[src/rtl/qpd_pkg.sv]
// Package of the quoted-printable decoder: types, character codes and helpers.
// Used by every module of the decoder; depends on nothing.
package qpd_pkg;

    localparam logic [7:0] CH_EQUALS = 8'h3D;
    localparam logic [7:0] CH_CR     = 8'h0D;
    localparam logic [7:0] CH_LF     = 8'h0A;
    localparam logic [7:0] CH_TAB    = 8'h09;

    typedef enum logic [1:0] {
        PH_IDLE = 2'd0,
        PH_EQ   = 2'd1,
        PH_HELD = 2'd2
    } t_phase;

    // Up to three decoded bytes caused by one input word, in order from slot 0.
    typedef struct packed {
        logic [1:0]      count;
        logic [2:0][7:0] bytes;
    } t_group;

    function automatic logic is_keep(input logic [7:0] b);
        is_keep = (b >= 8'h20 && b <= 8'h7E) || b == CH_TAB || b == CH_CR || b == CH_LF;
    endfunction

    function automatic logic is_hex(input logic [7:0] b);
        is_hex = (b >= 8'h30 && b <= 8'h39) || (b >= 8'h41 && b <= 8'h46) ||
                 (b >= 8'h61 && b <= 8'h66);
    endfunction

    function automatic logic [3:0] hex_val(input logic [7:0] b);
        logic [7:0] v;
        if (b <= 8'h39) begin
            v = b - 8'h30;
        end else if (b <= 8'h46) begin
            v = b - 8'h37;
        end else begin
            v = b - 8'h57;
        end
        hex_val = v[3:0];
    endfunction

endpackage

[src/rtl/qpd_front.sv]
// Front part: accepts encoded bytes, runs the escape state machine and
// classifies each word into a group of decoded bytes. Depends on qpd_pkg.
module qpd_front (
    input  logic            i_clk,
    input  logic            i_rst_n,
    input  logic            i_valid,
    input  logic [7:0]      i_data,
    input  logic            i_eom,
    input  logic            i_space,
    output logic            o_ready,
    output logic            o_push,
    output qpd_pkg::t_group o_group
);
    import qpd_pkg::*;

    t_phase     r_phase;
    t_phase     n_phase;
    logic [7:0] r_held;
    logic [7:0] n_held;
    logic       w_accept;
    logic       w_crlf;
    logic       w_hex;
    logic       w_keep_c1;
    logic       w_keep_b;

    assign w_accept  = i_valid && i_space;
    assign o_ready   = i_space;
    assign w_crlf    = (r_held == CH_CR) && (i_data == CH_LF);
    assign w_hex     = is_hex(r_held) && is_hex(i_data);
    assign w_keep_c1 = is_keep(r_held);
    assign w_keep_b  = (i_data != CH_EQUALS) && is_keep(i_data);

    always_comb begin
        n_phase = PH_IDLE;
        n_held  = r_held;
        case (r_phase)
            PH_EQ: begin
                if (i_data != CH_LF) begin
                    n_held  = i_data;
                    n_phase = PH_HELD;
                end
            end
            PH_HELD: begin
                if (w_crlf || w_hex) begin
                    n_phase = PH_IDLE;
                end else if (r_held == CH_EQUALS) begin
                    if (i_data != CH_LF) begin
                        n_held  = i_data;
                        n_phase = PH_HELD;
                    end
                end else if (i_data == CH_EQUALS) begin
                    n_phase = PH_EQ;
                end
            end
            default: begin
                if (i_data == CH_EQUALS) begin
                    n_phase = PH_EQ;
                end
            end
        endcase
        if (i_eom) begin
            n_phase = PH_IDLE;
        end
    end

    always_comb begin
        o_group.count    = 2'd0;
        o_group.bytes[0] = i_data;
        o_group.bytes[1] = i_data;
        o_group.bytes[2] = i_data;
        case (r_phase)
            PH_EQ: begin
                o_group.count = 2'd0;
            end
            PH_HELD: begin
                if (w_crlf) begin
                    o_group.count = 2'd0;
                end else if (w_hex) begin
                    o_group.count    = 2'd1;
                    o_group.bytes[0] = {hex_val(r_held), hex_val(i_data)};
                end else if (r_held == CH_EQUALS) begin
                    o_group.count    = 2'd1;
                    o_group.bytes[0] = CH_EQUALS;
                end else begin
                    o_group.bytes[0] = CH_EQUALS;
                    o_group.bytes[1] = w_keep_c1 ? r_held : i_data;
                    o_group.count    = 2'd1 + {1'b0, w_keep_c1} + {1'b0, w_keep_b};
                end
            end
            default: begin
                o_group.count = {1'b0, w_keep_b};
            end
        endcase
    end

    assign o_push = w_accept && (o_group.count != 2'd0);

    always_ff @(posedge i_clk) begin
        if (!i_rst_n) begin
            r_phase <= PH_IDLE;
            r_held  <= 8'h00;
        end else if (w_accept) begin
            r_phase <= n_phase;
            r_held  <= n_held;
        end
    end

endmodule

[src/rtl/qpd_queue.sv]
// Short queue of decoded byte groups between the front and back parts.
// Depends on qpd_pkg.
module qpd_queue #(
    parameter int DEPTH = 4
) (
    input  logic            i_clk,
    input  logic            i_rst_n,
    input  logic            i_push,
    input  qpd_pkg::t_group i_group,
    input  logic            i_pop,
    output logic            o_full,
    output logic            o_empty,
    output qpd_pkg::t_group o_head
);
    import qpd_pkg::*;

    localparam int PTR_W = $clog2(DEPTH);
    localparam int CNT_W = $clog2(DEPTH + 1);

    t_group             r_mem [DEPTH];
    logic [PTR_W-1:0]   r_wr_ptr;
    logic [PTR_W-1:0]   r_rd_ptr;
    logic [CNT_W-1:0]   r_count;
    logic               w_push;
    logic               w_pop;

    assign o_full  = r_count == CNT_W'(DEPTH);
    assign o_empty = r_count == '0;
    assign o_head  = r_mem[r_rd_ptr];
    assign w_push  = i_push && !o_full;
    assign w_pop   = i_pop && !o_empty;

    always_ff @(posedge i_clk) begin
        if (w_push) begin
            r_mem[r_wr_ptr] <= i_group;
        end
    end

    always_ff @(posedge i_clk) begin
        if (!i_rst_n) begin
            r_wr_ptr <= '0;
            r_rd_ptr <= '0;
            r_count  <= '0;
        end else begin
            if (w_push) begin
                r_wr_ptr <= (r_wr_ptr == PTR_W'(DEPTH - 1)) ? '0 : r_wr_ptr + 1'b1;
            end
            if (w_pop) begin
                r_rd_ptr <= (r_rd_ptr == PTR_W'(DEPTH - 1)) ? '0 : r_rd_ptr + 1'b1;
            end
            if (w_push && !w_pop) begin
                r_count <= r_count + 1'b1;
            end else if (w_pop && !w_push) begin
                r_count <= r_count - 1'b1;
            end
        end
    end

endmodule

[src/rtl/qpd_back.sv]
// Back part: sends the bytes of the group at the queue head one word at a
// time and marks the last byte of each group. Depends on qpd_pkg.
module qpd_back (
    input  logic            i_clk,
    input  logic            i_rst_n,
    input  logic            i_empty,
    input  qpd_pkg::t_group i_head,
    output logic            o_pop,
    output logic            o_valid,
    output logic [7:0]      o_data,
    output logic            o_last,
    input  logic            i_ready
);
    import qpd_pkg::*;

    logic [1:0] r_idx;
    logic [1:0] n_idx;
    logic       w_send;

    assign o_valid = !i_empty;
    assign o_data  = i_head.bytes[r_idx];
    assign o_last  = r_idx == (i_head.count - 2'd1);
    assign w_send  = o_valid && i_ready;
    assign o_pop   = w_send && o_last;

    always_comb begin
        n_idx = r_idx;
        if (w_send) begin
            n_idx = o_last ? 2'd0 : r_idx + 2'd1;
        end
    end

    always_ff @(posedge i_clk) begin
        if (!i_rst_n) begin
            r_idx <= 2'd0;
        end else begin
            r_idx <= n_idx;
        end
    end

endmodule

[src/rtl/quoted_printable_decoder_top.sv]
// Quoted-printable decoder: one encoded byte in per word, zero to three decoded bytes out.
// Decoded bytes of an accepted word are registered in the group queue before being offered.
// Throughput: one input word per cycle while the queue has space; the output sends one byte
// per cycle while the sink is ready; the QUEUE_DEPTH group queue absorbs multi-byte words.
// Reset (synchronous, active low) empties the queue and clears any pending escape.
// Depends on qpd_pkg, qpd_front, qpd_queue and qpd_back.
module quoted_printable_decoder_top #(
    parameter int QUEUE_DEPTH = 4
) (
    input  logic       i_clk,
    input  logic       i_rst_n,
    input  logic       i_s_tvalid,
    output logic       o_s_tready,
    input  logic [7:0] i_s_tdata,   // [7:0] data_byte
    input  logic       i_s_tlast,   // end_of_message
    output logic       o_m_tvalid,
    input  logic       i_m_tready,
    output logic [7:0] o_m_tdata,   // [7:0] out_byte
    output logic       o_m_tlast    // run_last
);
    import qpd_pkg::*;

    t_group w_push_group;
    t_group w_head;
    logic   w_push;
    logic   w_pop;
    logic   w_full;
    logic   w_empty;

    qpd_front u_front (
        .i_clk   (i_clk),
        .i_rst_n (i_rst_n),
        .i_valid (i_s_tvalid),
        .i_data  (i_s_tdata),
        .i_eom   (i_s_tlast),
        .i_space (!w_full),
        .o_ready (o_s_tready),
        .o_push  (w_push),
        .o_group (w_push_group)
    );

    qpd_queue #(
        .DEPTH (QUEUE_DEPTH)
    ) u_queue (
        .i_clk   (i_clk),
        .i_rst_n (i_rst_n),
        .i_push  (w_push),
        .i_group (w_push_group),
        .i_pop   (w_pop),
        .o_full  (w_full),
        .o_empty (w_empty),
        .o_head  (w_head)
    );

    qpd_back u_back (
        .i_clk   (i_clk),
        .i_rst_n (i_rst_n),
        .i_empty (w_empty),
        .i_head  (w_head),
        .o_pop   (w_pop),
        .o_valid (o_m_tvalid),
        .o_data  (o_m_tdata),
        .o_last  (o_m_tlast),
        .i_ready (i_m_tready)
    );

endmodule

[config.mk]
export PLATFORM = sky130hd
export DESIGN_NAME = quoted_printable_decoder_top
export DESIGN_NICKNAME = d
export VERILOG_FILES = /design/src/rtl/qpd_pkg.sv /design/src/rtl/qpd_front.sv /design/src/rtl/qpd_queue.sv /design/src/rtl/qpd_back.sv /design/src/rtl/quoted_printable_decoder_top.sv
export SDC_FILE = /design/constraint.sdc
export NUM_CORES = 1
export LEC_CHECK = 0
export BUFFER_PORTS_ARGS = -buffer_cell sky130_fd_sc_hd__buf_2
export CAP_MARGIN = 20
export CORE_MARGIN = 10
export CORE_UTILIZATION = 60
export CTS_CLUSTER_DIAMETER = 150
export DETAILED_ROUTE_END_ITERATION = 12
export PLACE_DENSITY = 0.77
export SLEW_MARGIN = 20
export SYNTH_ARGS = -nofsm -noshare
export SYNTH_HDL_FRONTEND = slang
export SYNTH_HIERARCHICAL = 1
export SYNTH_SLANG_ARGS = --single-unit
export TNS_END_PERCENT = 30
[constraint.sdc]
create_clock -name i_clk -period 5 [get_ports i_clk]
set_clock_uncertainty 0.05 [all_clocks]
set_input_delay 0.75 -clock i_clk [delete_from_list [all_inputs] [get_ports i_clk]]
set_output_delay 0.75 -clock i_clk [all_outputs]
set_load 0.05 [all_outputs]
==> results of run 1 <==
[worst paths after layout]
check                                       start                               to  slack [ns]  depth (start not counted)
setup / recovery                     i_s_tdata[3]  u_queue/r_count[2]$_SDFFE_PN0P_        0.90                         14
hold reg to reg   u_front/r_phase[1]$_SDFFE_PN0P_  u_front/r_phase[1]$_SDFFE_PN0P_        0.45                          2
setup reg to reg   u_front/r_held[0]$_SDFFE_PN0P_  u_queue/r_count[2]$_SDFFE_PN0P_        0.95                         16
hold / removal    u_front/r_phase[1]$_SDFFE_PN0P_  u_front/r_phase[1]$_SDFFE_PN0P_        0.45                          2
[power breakdown]
part | internal, uW | total (uW) | switching (uW)
combinational | 78.7 | 236 | 158
sequential | 1160 | 1170 | 13.5
clock | 708 | 1130 | 423
[kinds of logic (layout without fill, tap and decap cells)]
logic type | count (synthesis) | in the layout
AOI/OAI and AO/OA | 52 | 52
xor gates and xnor gates | 10 | 10
adders and majority gates | 18 | 18
buffers and inverters | 43 | 81
DFF | 125 | 125
muxes | 54 | 54
and+or+nand+nor | 92 | 92
[sequential cells by signal, summed over array words and instances (netlist names), named ones only]
| register | cells |
|---|---|
| u_queue/r_rd_ptr | 2 |
| u_back/r_idx | 2 |
| u_front/r_held | 8 |
| u_queue/r_count | 3 |
| u_queue/r_wr_ptr | 2 |
| u_queue/r_mem | 104 |
| u_front/r_phase | 2 |
[routing by layer]
| layer | track usage, % | share of wire, % | vias up |
|---|---|---|---|
| met5 | 0 | 0 | - |
| met4 | 7.09 | 1.6 | 0 |
| met3 | 4.39 | 6.3 | 17 |
| met2 | 26.5 | 47 | 111 |
| met1 | 22.2 | 45 | 1726 |
| li1 | - | - | 1560 |
[per-stage QoR]
stage          total power (uW)  setup WS, ns
2_1_floorplan              1370         0.993
3_3_place_gp               1420         0.644
3_5_place_dp               1430         0.485
4_1_cts                    2550         0.993
5_1_grt                    2620         0.621
6_report                   2540         0.903
[layout make-up]
type	count	area, sq um	share of cell area [%]
clock buffers	22	473	7.12
clock inverters	10	88.8	1.34
inverters	17	63.8	0.961
multi-input cells	226	2120	32.0
flip-flops and latches	125	3540	53.4
well taps	133	166	2.51
repair buffers	32	183	2.75
[synthesized netlist by cell type (3+ instances only)]
library cell  count
a211oi_1          4
a21oi_1           5
a31oi_1           3
and2_1            9
and3_1            7
buf_2             6
buf_4            11
clkbuf_1          3
dfxtp_1          21
edfxtp_1        104
ha_1             17
inv_1            17
mux2_4            4
mux2i_1          24
mux4_1            6
mux4_2           20
nand2_1          27
nand3_1           4
nor2_1           10
nor2b_1          14
o21ai_0          13
o21ai_1           8
o31ai_1           4
xnor2_1           6
xor2_1            4
[tightest hold or removal path, stage by stage (launching register included)]
cell	delay, ns
dfxtp_1	0.33
nand2_1	0.06
a21boi_0	0.07
==> impl_results.md, run 1 <==
- Status: completed
- Placed instance count: approximately 530
- First-pass GRT wire length: between 15 and 20 mm
- Post-route DRC: 0
- Fin nets: 450
- Largest net degree at the start of global routing: 27
- Synth Flop Type: edfxtp_1
- Die height: roughly 120 microns
- FP Rows: 36
- CTS tree: yes
- Compound-Gate Fraction of Synth Area: ~6.0%
- Worst rel slew slack: approximately two fifths
- Aggregate negative setup slack: 0 ns
- CP max stage delay: approximately 0.54 ns
- Final core occ: approximately two thirds
- Final hold vios: 0
- Unrepaired setup endpoints after global routing: false
- Sequential fraction of the synthesis area: roughly three fifths
- Hold buffers post-CTS: 0
- Initial antenna violation count: 0
- Cell repeated most along the worst path: ha_1
- Post-detailed-routing wire length: around 11 mm
- Clock buffer count from CTS: 17
- Port Buffers: 23
- Total of max-cap violations: 0
- Mux share of post-synthesis cell area: 15.3%
- Synthesized net count: between 400 and 500
- Worst Path Buf+Inv: 2
- Finished Layout Cells: approximately 570
- CP startpoint kind: input pin
- Final slew viol count: 0
- CP delay by family, top: simple AND/OR/NAND/NOR gates
- DR iter-0 viols: between 200 and 300
- Number of global-route vias before repair: between 3000 and 4000
- Required @ worst endpoint: 5.39 ns
- Peak Freq: about 0.24 GHz
- Post-synth EDFFs: ~100
- YS warnings: 6
- Adder-cell share of the synthesized area: 3.93%
- Worst hold margin: roughly 0.45 ns
- Post_cts resized: 0
- Crit-path slowest cell: or4_1
- Via density: between 6 and 7
- Area after DPL: ~0.0061 sq mm
- Sinks on Clock Net: ~130
- Fillers: around 660
- Layout cells sized above 1: between 20% and 30%
- Total power per unit cell area: 382 mW/mm^2
- Crit end category: flip-flop
- DRT Pass-1 Iters: 5
- GRT Util Overall: 17.0%
- Area of the die: 0.0142 sq mm
- I/O pins: 24
- GRT overflow: 0
- Routed via count: ~3400
- Initial cell density of the core: ~61%
- Leading area contributor after synthesis: edfxtp_1
- Clk Latency, worst-skew pair: approximately 0.51 ns
- Post-Synth XOR/XNOR Area: under 10%
- Most frequent cells in the layout: edfxtp_1, nand2_1, mux2i_1, buf_2
- Commonest non-fill, non-tap cell in the layout: edfxtp_1
- Post-synthesis register bit count: 125
- Area grow syn2layout: 12.1%
- Final setup fails: 0
- DR WL/cell: 20.2 microns
- CTS clock-pin slew for the worst setup and hold paths: approximately 0.060 ns
- Crit Path Class: input pin to flip-flop
- Top cells by area, synth: edfxtp_1, mux4_2, dfxtp_1
- Root Driver: clkbuf_8
- Dpl hpwl: just over 7 mm
- Static Leak: approximately 0.0023 uW
- Peak fanout along the critical path: 12
- Slew @ Worst Pin: just under 0.9 ns
- Final period utilization: approximately four fifths
- Worst-path cell chain: buf_2 -> or3b_1 -> o41ai_1 -> nand2_1 -> ha_1 -> or4_1 -> a31oi_1 -> nor2b_1 -> ha_1 -> inv_1 -> fa_1 -> xor2_1 -> or3_1 -> a21boi_0
- Average size of a mapped cell: roughly 15 sq um
- Cell variety after synth: 60
- Type of the most critical hold path: flip-flop to flip-flop
- Area share of the largest cell type after synthesis: a little over half
- Post-route ant nets: 0
- Core Area: approximately 0.0097 sq mm
- Fin crit period: between 4 and 5 ns
- Largest family of logic cells by synthesized area: multiplexers
- Postcts setup bufs: 0
- Post-Synth Simple-Gate Area: under 10%
- H-tree Lvls: 4
- Ys async rst share: 0%
- Die Wd: about 120 microns
- Critical path arrival: 4.49 ns
- Post-Synthesis Cells: 394
- Worst ir drop on vdd: 218 uV
- CTS Buffer Depth: 2
- Final instance area: 0.00664 sq mm
- Antenna Diode Count: 0
- Final GP Congestion: 0.922
- Post-Synthesis Cell Area: ~0.0059 sq mm
Power figures use the tool's default switching activity.
==> inputs of run 2 (changes only) <==
- CORE_UTILIZATION: 60 -> 56
- PLACE_DENSITY: 0.77 -> 0.75
- clock period: 5 -> 3.55 ns (I/O delays scaled with it)
==> run 2 against run 1 <==
Wire length increased by 10%. Global-route usage increased by 0.86 points. Clock power increased by 56%. Non-clock buffer count increased by 46. Final cell count increased by 8.7%. Critical path type is now flip-flop to flip-flop.
==> impl_results.md, run 2 (synthesis gave the netlist of run 1 again) <==
- Fin crit period: approximately 3.4 ns
- Clk Latency, worst-skew pair: around 0.51 ns
- Worst Hold Path EP: u_front/r_held[5]$_SDFFE_PN0P_
- Pre-CTS setup slack: -0.371 ns
- Crit-path slowest cell: or4_4
- Port Buffers: 23
- Commonest non-fill, non-tap cell in the layout: edfxtp_1
- R2R Path End: u_queue/r_count[2]$_SDFFE_PN0P_
- Final period utilization: 96.9%
- Most frequent cells in the layout: edfxtp_1, buf_4, nand2_1, mux2i_1, buf_2
- Hold Crit Depth: 3
- Static Leak: approximately 0.0025 uW
- Peak Freq: around 0.29 GHz
- GRT Util Overall: about 18%
- Crit end category: flip-flop
- Die height: around 120 microns
- Final setup fails: 0
- Area grow syn2layout: 21.2%
- Worst r2r src: u_front/r_held[1]$_SDFFE_PN0P_
- Seq pwr share: between 40% and 50%
- CP startpoint kind: flip-flop
- Fillers: between 600 and 700
- Sinks on Clock Net: between 100 and 150
- Required @ worst endpoint: 3.95 ns
- Area of the die: between 0.015 and 0.02 sq mm
- Total power per unit cell area: 527 mW/mm^2
- CTS Buffer Depth: 2
- CP max stage delay: 0.57 ns
- Post-route ant nets: 0
- FF-to-FF path depth: 14
- Register with the most flip-flops: u_queue/r_mem
- Status: completed
- Layout cells sized above 1: roughly a third
- Number of global-route vias before repair: about 3700
- Die Wd: 123 microns
- Internal cell power: between 2000 and 3000 uW
- GRT overflow: 0
- FP Rows: 37
- Finished Layout Cells: approximately 610
- Core Area: ~0.010 sq mm
- Via density: a little under 6
- Worst ir drop on vdd: between 300 and 400 uV
- Worst setup margin: 0.109 ns
- I/O pins: 24
- Root Driver: clkbuf_8
- Final hold vios: 0
- Crit Path Class: flip-flop to flip-flop
- DR WL/cell: 20.5 microns
- CTS tree: yes
- Largest register FFs: between 100 and 150
- R2R Setup Slk: ~0.11 ns
- Total of max-cap violations: 0
- Aggregate negative setup slack: 0 ns
- Critical path arrival: between 3 and 4 ns
- Regs by FF count: u_queue/r_mem (104), u_front/r_held (8), u_queue/r_count (3)
- Final instance area: about 0.0072 sq mm
- Peak fanout along the critical path: 4
- Total power: approximately 3800 uW
- DRT Pass-1 Iters: 5
- Post-route DRC: 0
- Slew @ Worst Pin: 0.828 ns
- DR iter-0 viols: 303
- Type of the most critical hold path: input pin to flip-flop
- Clock network fraction of total power: 46.4%
- Multi-input logic area: 0.00221 sq mm
- Routing usage on met1: about 23%
- Area after DPL: approximately 0.0065 sq mm
- Initial antenna violation count: 0
- Final slew viol count: 0
- Clock buffer count from CTS: 17
- Top Usage Layer GRT: met2
- CP delay by family, top: simple AND/OR/NAND/NOR gates
- Hold path startpoint: i_s_tdata[5]
- Worst-path cell chain: inv_1 -> ha_2 -> nor4bb_2 -> a2111oi_0 -> and4b_1 -> or4_4 -> a31oi_4 -> nor2b_4 -> ha_4 -> inv_1 -> fa_2 -> xor2_1 -> or3_1 -> a21boi_1
- CTS clock-pin slew for the worst setup and hold paths: roughly 0.060 ns
- Met3 Usage GRT: roughly 4.3%
- First-pass GRT wire length: 20.3 mm
- Placed instance count: approximately 580
- Final GP Congestion: slightly below 1
- Worst rel slew slack: between 40% and 50%
- H-tree Lvls: 4
- Hold buffers post-CTS: 0
- Storage cell area: around 0.0035 sq mm
- Worst Path Buf+Inv: 2
- Dpl hpwl: roughly 8.3 mm
- Cell repeated most along the worst path: inv_1
- GR Util met2: just under 30%
- Largest net degree at the start of global routing: 27
- Fin nets: 496
- Net Sw Frac: ~23%
- Gate power share: 10.0%
- P_sw: a little under 900 uW
- Routed via count: 3555
- Post-detailed-routing wire length: 12.6 mm
- Initial cell density of the core: 57.4%
- Antenna Diode Count: 0
run 2: cell types whose count changed in the layout (fill, tap and decap cells not counted), sizes merged:
cell      previous run  this run
bufinv               1         4
clkbuf              22        18
buf                 32        78
inv                 17        19
clkinvlp             4         3
run 2: stage by stage:
| step | utilization (%) | hold slack (ns) |
|---|---|---|
| after floorplan | - | 0.410 |
| after global placement | 63.1 | 0.425 |
| after detailed placement | 63.1 | 0.433 |
| after CTS | 69.1 | 0.266 |
| after global routing | 69.6 | 0.285 |
| final | 69.6 | 0.287 |
run 2: worst max path at each step:
stage / cells after the start / slack [ns] / start / end
detailed placement: 14 / -0.37 / i_s_tdata[4] / u_queue/r_count[2]$_SDFFE_PN0P_
floorplan: 16 / 0.004 / i_s_tdata[1] / u_queue/r_count[2]$_SDFFE_PN0P_
global placement: 14 / -0.29 / i_s_tdata[4] / u_queue/r_count[2]$_SDFFE_PN0P_
CTS: 16 / 0.004 / u_front/r_held[0]$_SDFFE_PN0P_ / u_queue/r_count[2]$_SDFFE_PN0P_
finish: 14 / 0.11 / u_front/r_held[1]$_SDFFE_PN0P_ / u_queue/r_count[2]$_SDFFE_PN0P_
global route: 14 / -0.06 / u_front/r_held[1]$_SDFFE_PN0P_ / u_queue/r_count[2]$_SDFFE_PN0P_
run 2: what timing repair did:
| action | CTS | global route |
|---|---|---|
| buffers inserted | 0 | 1 |
| resized for setup | 1 | 9 |
| pin swaps | 0 | 2 |
| endpoints found under the setup margin | 1 | 1 |
run 2: power groups by stage:
stage | Clock [uW] | Combinational (uW) | Sequential [uW]
final | 1760 | 378 | 1650
after CTS | 1790 | 374 | 1650
after global placement | 0 | 359 | 1680
after floorplan | 0 | 264 | 1670
after global routing | 1850 | 408 | 1650
after detailed placement | 0 | 369 | 1680
run 2: final cells by class:
cell class	instances	share of cell area, %
clock buffer	18	5.82
clock inverter	14	2.67
inverter	17	0.889
multi-input combinational	226	30.8
sequential	125	49.4
tap	136	2.37
timing repair buffer	78	8.05
run 2: worst register-to-register path: stages, from the launching register on:
cell       delay, ns
dfxtp_1         0.32
inv_1           0.07
ha_2            0.21
nor4bb_2        0.30
a2111oi_0       0.10
and4b_1         0.22
or4_4           0.57
a31oi_4         0.21
nor2b_4         0.20
ha_4            0.14
inv_1           0.05
fa_2            0.33
xor2_1          0.16
or3_1           0.32
a21boi_1        0.13
run 2: metal layers:
| layer | routed length, microns | part of all wire, % | vias to the layer above |
|---|---|---|---|
| met5 | 0 | 0 | - |
| met4 | 169 | 1.3 | 0 |
| met3 | 747 | 5.9 | 17 |
| met2 | 6440 | 51 | 107 |
| met1 | 5210 | 41 | 1778 |
| li1 | - | - | 1653 |
==> inputs of run 3 (changes only) <==
- PLACE_DENSITY: 0.75 -> 0.78
- SETUP_SLACK_MARGIN: default -> 0.4
==> run 3 against run 2 <==
Worst hold slack better by 0.0028 ns. Via count is 3.7% higher. First-iteration DRC count is 7.6% higher. Wire length rose by 8.3%. Setup slack improved by 0.037 ns. Critical path type unchanged. Final cell count down 0.65%. Design area rose by 0.56%. Largest power group is now sequential cells. Non-clock buffer count down 3.
==> impl_results.md, run 3 (synthesis gave the netlist of run 1 again) <==
- Worst rel slew slack: around half
- Slew @ Worst Pin: about 0.73 ns
- Port Buffers: 23
- Crit Path Class: flip-flop to flip-flop
- Total of max-cap violations: 0
- Root Driver: clkbuf_8
- Critical path arrival: about 3.8 ns
- Post-route ant nets: 0
- Type of the most critical hold path: input pin to flip-flop
- Final slew viol count: 0
- Final period utilization: between 90 and 100%
- Cell repeated most along the worst path: inv_2
- Final GP Congestion: between 0.8 and 0.9
- CP max stage delay: ~0.55 ns
- CTS tree: yes
- GRT Util Overall: a little under a fifth
- Die height: between 100 and 150 microns
- Crit-path slowest cell: or4_4
- I/O pins: 24
- Static Leak: approximately 0.0025 uW
- Layout cells sized above 1: ~34%
- Number of global-route vias before repair: 3717
- Area grow syn2layout: 21.9%
- Area after DPL: roughly 0.0064 sq mm
- Die Wd: roughly 120 microns
- Dpl hpwl: ~7.8 mm
- Commonest non-fill, non-tap cell in the layout: edfxtp_1
- Sinks on Clock Net: between 100 and 150
- CTS clock-pin slew for the worst setup and hold paths: roughly 0.05 ns
- CP startpoint kind: flip-flop
- Fin nets: ~490
- Routed via count: around 3700
- Worst Path Buf+Inv: 2
- First-pass GRT wire length: ~20 mm
- DRT Pass-1 Iters: 6
- Placed instance count: about 570
- Clk Latency, worst-skew pair: approximately 0.52 ns
- Worst ir drop on vdd: approximately 290 uV
- Core Area: roughly 0.010 sq mm
- Largest register FFs: between 100 and 150
- DR iter-0 viols: 326
- Unrepaired setup endpoints after global routing: true
- Fin crit period: about 3.4 ns
- Initial cell density of the core: 57.4%
- CP delay by family, top: simple AND/OR/NAND/NOR gates
- Status: completed
- Post-route DRC: 0
- Final setup fails: 0
- Largest net degree at the start of global routing: 27
- GRT overflow: 0
- CTS Buffer Depth: 2
- FP Rows: 37
- Post-detailed-routing wire length: ~14 mm
- Required @ worst endpoint: just under 4 ns
- Aggregate negative setup slack: 0 ns
- Total power per unit cell area: between 400 and 500 mW/mm^2
- Antenna Diode Count: 0
- Crit end category: flip-flop
- H-tree Lvls: 4
- Via density: around 6
- Final instance area: ~0.0072 sq mm
- Worst-path cell chain: inv_2 -> ha_1 -> nor4bb_2 -> a2111oi_1 -> and4b_1 -> or4_4 -> a31oi_1 -> nor2b_4 -> ha_4 -> inv_2 -> fa_2 -> xor2_1 -> or3_1 -> a21boi_1
- DR WL/cell: between 20 and 25 microns
- Initial antenna violation count: 0
- Area of the die: 0.0151 sq mm
- Regs by FF count: u_queue/r_mem (104), u_front/r_held (8), u_queue/r_count (3)
- Finished Layout Cells: slightly above 600
- Most frequent cells in the layout: edfxtp_1, buf_4, nand2_1, mux2i_1, buf_2
- Peak Freq: 0.294 GHz
- Peak fanout along the critical path: 4
- Register with the most flip-flops: u_queue/r_mem
- Final hold vios: 0
- Clock buffer count from CTS: 17
run 3: changes by cell type in the layout (fill, tap and decap cells not counted), moves of 3 or more:
cell,change
buf_4,-9
and2_1,-4
and2_4,+4
clkinv_1,+4
inv_1,-4
clkbuf_16,+3
clkinv_2,+3
clkinvlp_4,-3
ha_1,-3
ha_4,+3
inv_2,+3
run 3: repair_timing:
item	in CTS	in global routing
pin swaps	6	6
hold buffers	0	0
buffers inserted	3	2
cloned	2	3
resized for setup	18	11
setup endpoints to repair	106	108
run 3: worst paths after layout:
path                                                       from                         endpoint  slack [ns]  depth (start not counted)
worst min register to register  u_front/r_phase[1]$_SDFFE_PN0P_  u_front/r_phase[1]$_SDFFE_PN0P_        0.43                          2
worst min-delay path                               i_s_tdata[4]   u_front/r_held[4]$_SDFFE_PN0P_        0.29                          3
worst max register to register   u_front/r_held[1]$_SDFFE_PN0P_  u_queue/r_count[2]$_SDFFE_PN0P_        0.15                         14
worst max-delay path             u_front/r_held[1]$_SDFFE_PN0P_  u_queue/r_count[2]$_SDFFE_PN0P_        0.15                         14
run 3: layout make-up:
type,instances,area (sq um)
multi-input cells,226,2250
clock inverters,12,104
repair buffers,75,652
fillers,633,3100
clock buffers,19,422
inverters,17,66.3
well taps,136,170
flip-flops and latches,125,3550
run 3: power breakdown:
| part | internal, uW | switching [uW] |
|---|---|---|
| Sequential | 1630 | 21.3 |
| Combinational | 151 | 241 |
| Clock | 973 | 573 |
run 3: tightest hold or removal path, stage by stage:
cell and delay [ns]:
buf_2 0.12, mux2i_1 0.07, nor2b_1 0.09
run 3: stage by stage:
step	setup WS, ns	power [uW]	util [%]	hold slack [ns]
detailed placement	-0.338	2040	62.4	0.429
CTS	0.127	3590	68.9	0.256
global route	0.0389	3700	70.0	0.318
finish	0.145	3590	70.0	0.290
global placement	-0.250	2030	62.4	0.422
floorplan	0.0460	1940	-	0.410
run 3: per-layer routing:
layer / vias to the layer above / part of all wire (%) / track usage, %
li1: 1651 / - / -
met1: 1853 / 39 / 23.0
met2: 154 / 50 / 30.0
met3: 27 / 7.8 / 5.42
met4: 0 / 2.5 / 7.22
met5: - / 0 / 0
